<file path="src/hw/rtl/vfa_ram.sv">
// Generic single-write, single-read synchronous RAM with registered read data.
module vfa_ram #(
    parameter int WIDTH = 32,
    parameter int DEPTH = 64
) (
    input  logic                     clk,
    input  logic                     we,
    input  logic [$clog2(DEPTH)-1:0] waddr,
    input  logic [WIDTH-1:0]         wdata,
    input  logic [$clog2(DEPTH)-1:0] raddr,
    output logic [WIDTH-1:0]         rdata
);

    logic [WIDTH-1:0] mem [DEPTH];

    always_ff @(posedge clk)
    begin
        if (we)
        begin
            mem[waddr] <= wdata;
        end
        rdata <= mem[raddr];
    end

endmodule

</file>
<file path="config.mk">
export PLATFORM = sky130hd
export DESIGN_NAME = vfa_ram
export DESIGN_NICKNAME = d
export VERILOG_FILES = /design/src/hw/rtl/vfa_ram.sv
export SDC_FILE = /design/constraint.sdc
export NUM_CORES = 2
export LEC_CHECK = 0
export ABC_AREA = 1
export ABC_CLOCK_PERIOD_IN_PS = 13700
export BUFFER_PORTS_ARGS = -buffer_cell sky130_fd_sc_hd__buf_4
export CAP_MARGIN = 20
export CELL_PAD_IN_SITES_DETAIL_PLACEMENT = 1
export CELL_PAD_IN_SITES_GLOBAL_PLACEMENT = 2
export CORE_UTILIZATION = 48
export DETAILED_ROUTE_END_ITERATION = 8
export MAX_ROUTING_LAYER = met4
export PLACE_DENSITY_LB_ADDON = 0.1
export SYNTH_ARGS = -nofsm -noshare
export SYNTH_HDL_FRONTEND = slang
export SYNTH_SLANG_ARGS = --single-unit
</file>
<file path="constraint.sdc">
create_clock -name clk -period 13.7 [get_ports clk]
set_clock_uncertainty 0.1 [all_clocks]
set_input_delay 2.74 -clock clk [delete_from_list [all_inputs] [get_ports clk]]
set_output_delay 2.74 -clock clk [all_outputs]
set_load 0.02 [all_outputs]
</file>
# --- Word-level counts from Yosys, hierarchy flattened ---
# Memory sizes are Yosys's and may differ from the RTL's. A register that Yosys moved wholly into a read port is not among the register bits.
# Index checks and enable logic that the tools add are counted.
totals:
  register_bits: 0
  mem_bits_rw: 2048
  in_bits: 46
  mem_count: 1
mem_list:
  columns: ["memory", "depth", "width", "read_ports", "rd_ports_with_merged_regs", "write_ports", "line", "source"]
  rows:
  - ["mem", 64, 32, 1, 1, 1, "14", "logic [WIDTH-1:0] mem [DEPTH];"]
classes:
  n_mux: 2
ops:
  columns: ["cell", "count"]
  rows:
  - ["2-to-1 mux 1 bit", 2]

# --- Logic depth before layout (Yosys ltp) ---
depth:
  word_depth: 2
  depth_mapped: 13

# --- Worst setup path before layout ---
# Ideal clock, no wire load.
synth_timing:
  path_kind: "input-to-reg"
  from: "input we"
  to: "memory mem[48][0] (enable)"
  setup_ns: 0.502
  arrival_ns: 6.368
  setup_slack_ns: 6.730
  cell_stages: 3
  path_buffers: 1
  cell_sequence: "clkbuf_1 > nand4_1 > nor4_1"
synth_between:
  elab_chain_cells: 2
synth_rtl:
  columns: ["item", "line", "source"]
  rows:
  - ["start: declaration", "7", "input logic we,"]
  - ["2-to-1 mux 1 bit", "18", "if (we)"]
  - ["2-to-1 mux 1 bit (implied by the code)", "20", "mem[waddr] <= wdata;"]
  - ["end: declaration", "14", null]
# Every way passes these cells.

==> run summary <==
Met1 wire length -> 115 mm
Endpoints failing hold -> 0
Slew headroom -> -0.0684
Reg2Reg Launch Point -> mem[3][3]$_DFFE_PP_
WS Path Type -> in -> reg
Distinct cell type count after synthesis -> 16
Share of cells above drive strength 1 -> 0.0794
Reg2Reg Capture Point -> rdata[3]$_DFF_P_
Cts repair resizes -> 0
I/O Buffers -> 77
Initial antenna violation count -> 13
Initial core utilization -> 0.483
Max frequency -> 0.167 GHz
# rows -> 152
Critical path's slowest cell -> buf_4
Worst path cell trace -> buf_8 -> inv_16 -> buf_12 -> buf_4 -> nand2_1 -> nand3_1 -> nand3_1 -> nand3_1 -> nand3_1 -> nand2_1 -> nand2_1 -> nand2_1
Endpoints failing setup -> 0
Arrival @ worst endpoint -> 6.67 ns
Reg2reg path depth -> 8
Post-route cell area -> 92000 um2
H-tree Lvls -> 4
Antenna-violating nets left -> 0
P_leak -> 32.1 nW
Max-cap viol count -> 0
R2r setup slk -> 11.81 ns
GRT Overall Usage -> 0.318
Max IR drop VDD -> 0.143 mV
Full die area -> 174000 um2
Via density -> 5.98
Vias in the first global route -> 55700
Clock latency on the worst-skew pair -> 0.86 ns
Worst path depth -> 12
CP Buf/Inv Count -> 4
Worst path required time -> 14.37 ns
Power Dens Cells -> 146 nW/um2
Share of the synthesized area in the top cell type -> 0.743
Sequential area share after synthesis -> 0.751
Final Max Tran Viols -> 63
Most common cell after layout, fill and taps aside -> nand2_1
WL met3 -> 16.2 mm
Slowest stage delay, CP -> 0.81 ns
Pin count of the biggest net entering global routing -> 241
YS warnings -> 0
Post-CTS setup buffers -> 0
Maximum clock insertion buffer count -> 3
# fillers -> 17200
Vias -> 55200
WL final -> 269 mm
Yosys top cell by area -> edfxtp_1
Synth Cell Area -> 82700 um2
CTS clk-pin slew, worst paths -> 0.06 ns
Max layer used -> met4
Net Count, Synth -> 6815
Status -> complete, but fails checks
Detail Placement HPWL -> 135 mm
First-pass GRT wire length -> 388 mm
Die Ht -> 417 um
Violated checks -> max-slew violations
CORE AREA -> 171000 um2
DRT Pass-1 Iters -> 5
Number of I/O pins -> 78
Unrepaired setup endpoints after global routing -> no
CTS sink count -> 2080
Largest cells by area after synthesis -> edfxtp_1 (74%), nand3_1 (12%), nand2_1 (10%), buf_2 (1.7%), dfxtp_1 (0.77%)
Total grt overflow -> 0
Final Wtd Congestion -> 0.787
Nets -> 6784
DRT iter0 DRCs -> 5412
Crit path to -> rdata[17]$_DFF_P_
CTS buffer count -> 212
Placement-stage cell area -> 85500 um2
Die width -> 417 um
Most frequent cells in the layout -> nand2_1 (2248), edfxtp_1 (2048), nand3_1 (1907), clkbuf_16 (219), buf_4 (197)
Root buf cell -> clkbuf_16
Worst setup SP type -> input port
Layout area overhead -> 11.2%
CP top delay family -> buffers and inverters
Hold Buf Count CTS -> 0
Tightest Pin Transition -> 1.60 ns
Cells after Synth -> 6769
Met2 Wirelength -> 131 mm
Tightest Hold Check Type -> reg -> reg
Critical path endpoint category -> register
Final Cycle Share -> 0.437
Tmin final -> 5.99 ns
Mean Syn Cell Area -> 12.2 um2
CP startpoint -> raddr[0]
Setup_tns -> 0 ns
DRC -> 0
CTS tree -> built
Yosys reg bits -> 2080
Wire per inst -> 29.1 um
Max FO, Critical Path -> 240
==> state kept, by name, summed over array words and instances, names as in the netlist <==
signal,count
mem,2048
rdata,32
==> worst min-delay path, delay by kind of cell, from the launching register on <==
kind             cells  cell delay, ns
AND/OR/NAND/NOR      8            0.44
flip-flops           1            0.32
==> through the flow <==
| step | power [mW] | worst slack (ns) | cells | hold WS (ns) | utilization |
|---|---|---|---|---|---|
| floorplan | 7.64 | 6.73 | 6769 | 0.621 | - |
| global placement | 8.00 | 6.97 | 8834 | 0.672 | 0.499 |
| detailed placement | 8.02 | 6.96 | 8834 | 0.676 | 0.499 |
| CTS | 13.5 | 7.87 | 9225 | 0.696 | 0.537 |
| global route | 13.7 | 7.59 | 9232 | 0.785 | 0.537 |
| finish | 13.4 | 7.71 | 9234 | 0.683 | 0.537 |
==> synthesized netlist by cell type <==
library cell  instances
nand2_1            2248
edfxtp_1           2048
nand3_1            1907
buf_2               282
clkbuf_1             77
nor2_1               56
buf_4                45
buf_1                40
dfxtp_1              32
inv_1                 9
nand4_1               9
nor4_1                8
buf_6                 3
buf_8                 2
inv_2                 2
inv_4                 1
==> power breakdown <==
part	total (mW)	internal, mW	switching (mW)	leakage, nW
Clock	5.52	3.10	2.42	3.19
Sequential	7.07	7.04	0.0300	18.7
Combinational	0.814	0.187	0.627	10.2
==> how the worst min path moves through the flow <==
| stage | start | depth (start not counted) | end | slack, ns |
|---|---|---|---|---|
| floorplan | mem[14][0]$_DFFE_PP_ | 8 | rdata[0]$_DFF_P_ | 0.62 |
| global placement | mem[42][1]$_DFFE_PP_ | 8 | rdata[1]$_DFF_P_ | 0.67 |
| detailed placement | mem[42][18]$_DFFE_PP_ | 8 | rdata[18]$_DFF_P_ | 0.68 |
| CTS | mem[42][18]$_DFFE_PP_ | 8 | rdata[18]$_DFF_P_ | 0.70 |
| global route | mem[42][18]$_DFFE_PP_ | 8 | rdata[18]$_DFF_P_ | 0.78 |
| finish | mem[42][18]$_DFFE_PP_ | 8 | rdata[18]$_DFF_P_ | 0.68 |
==> area by class of cell <==
cell class | instances | area [um2] | area share
clock inverter | 106 | 689 | 0.00749
clock buffer | 285 | 5820 | 0.0632
multi-input combinational | 4228 | 18800 | 0.204
antenna | 9 | 22.5 | 0.000245
timing repair buffer | 204 | 1600 | 0.0173
sequential | 2080 | 62100 | 0.675
tap | 2310 | 2890 | 0.0314
inverter | 12 | 83.8 | 0.000911
==> cells by family after synthesis <==
kind of cell           count (synthesis)  share of synthesized area
buffers and inverters                461                     0.0278
and+or+nand+nor                     4228                      0.221
DFF                                 2080                      0.751
==> per-layer routing <==
layer	track usage	vias up
met4	0.0920	0
met1	0.423	29000
met2	0.512	1777
li1	-	24100
met5	-	-
met3	0.0425	364
Power figures use the tool's default switching activity.
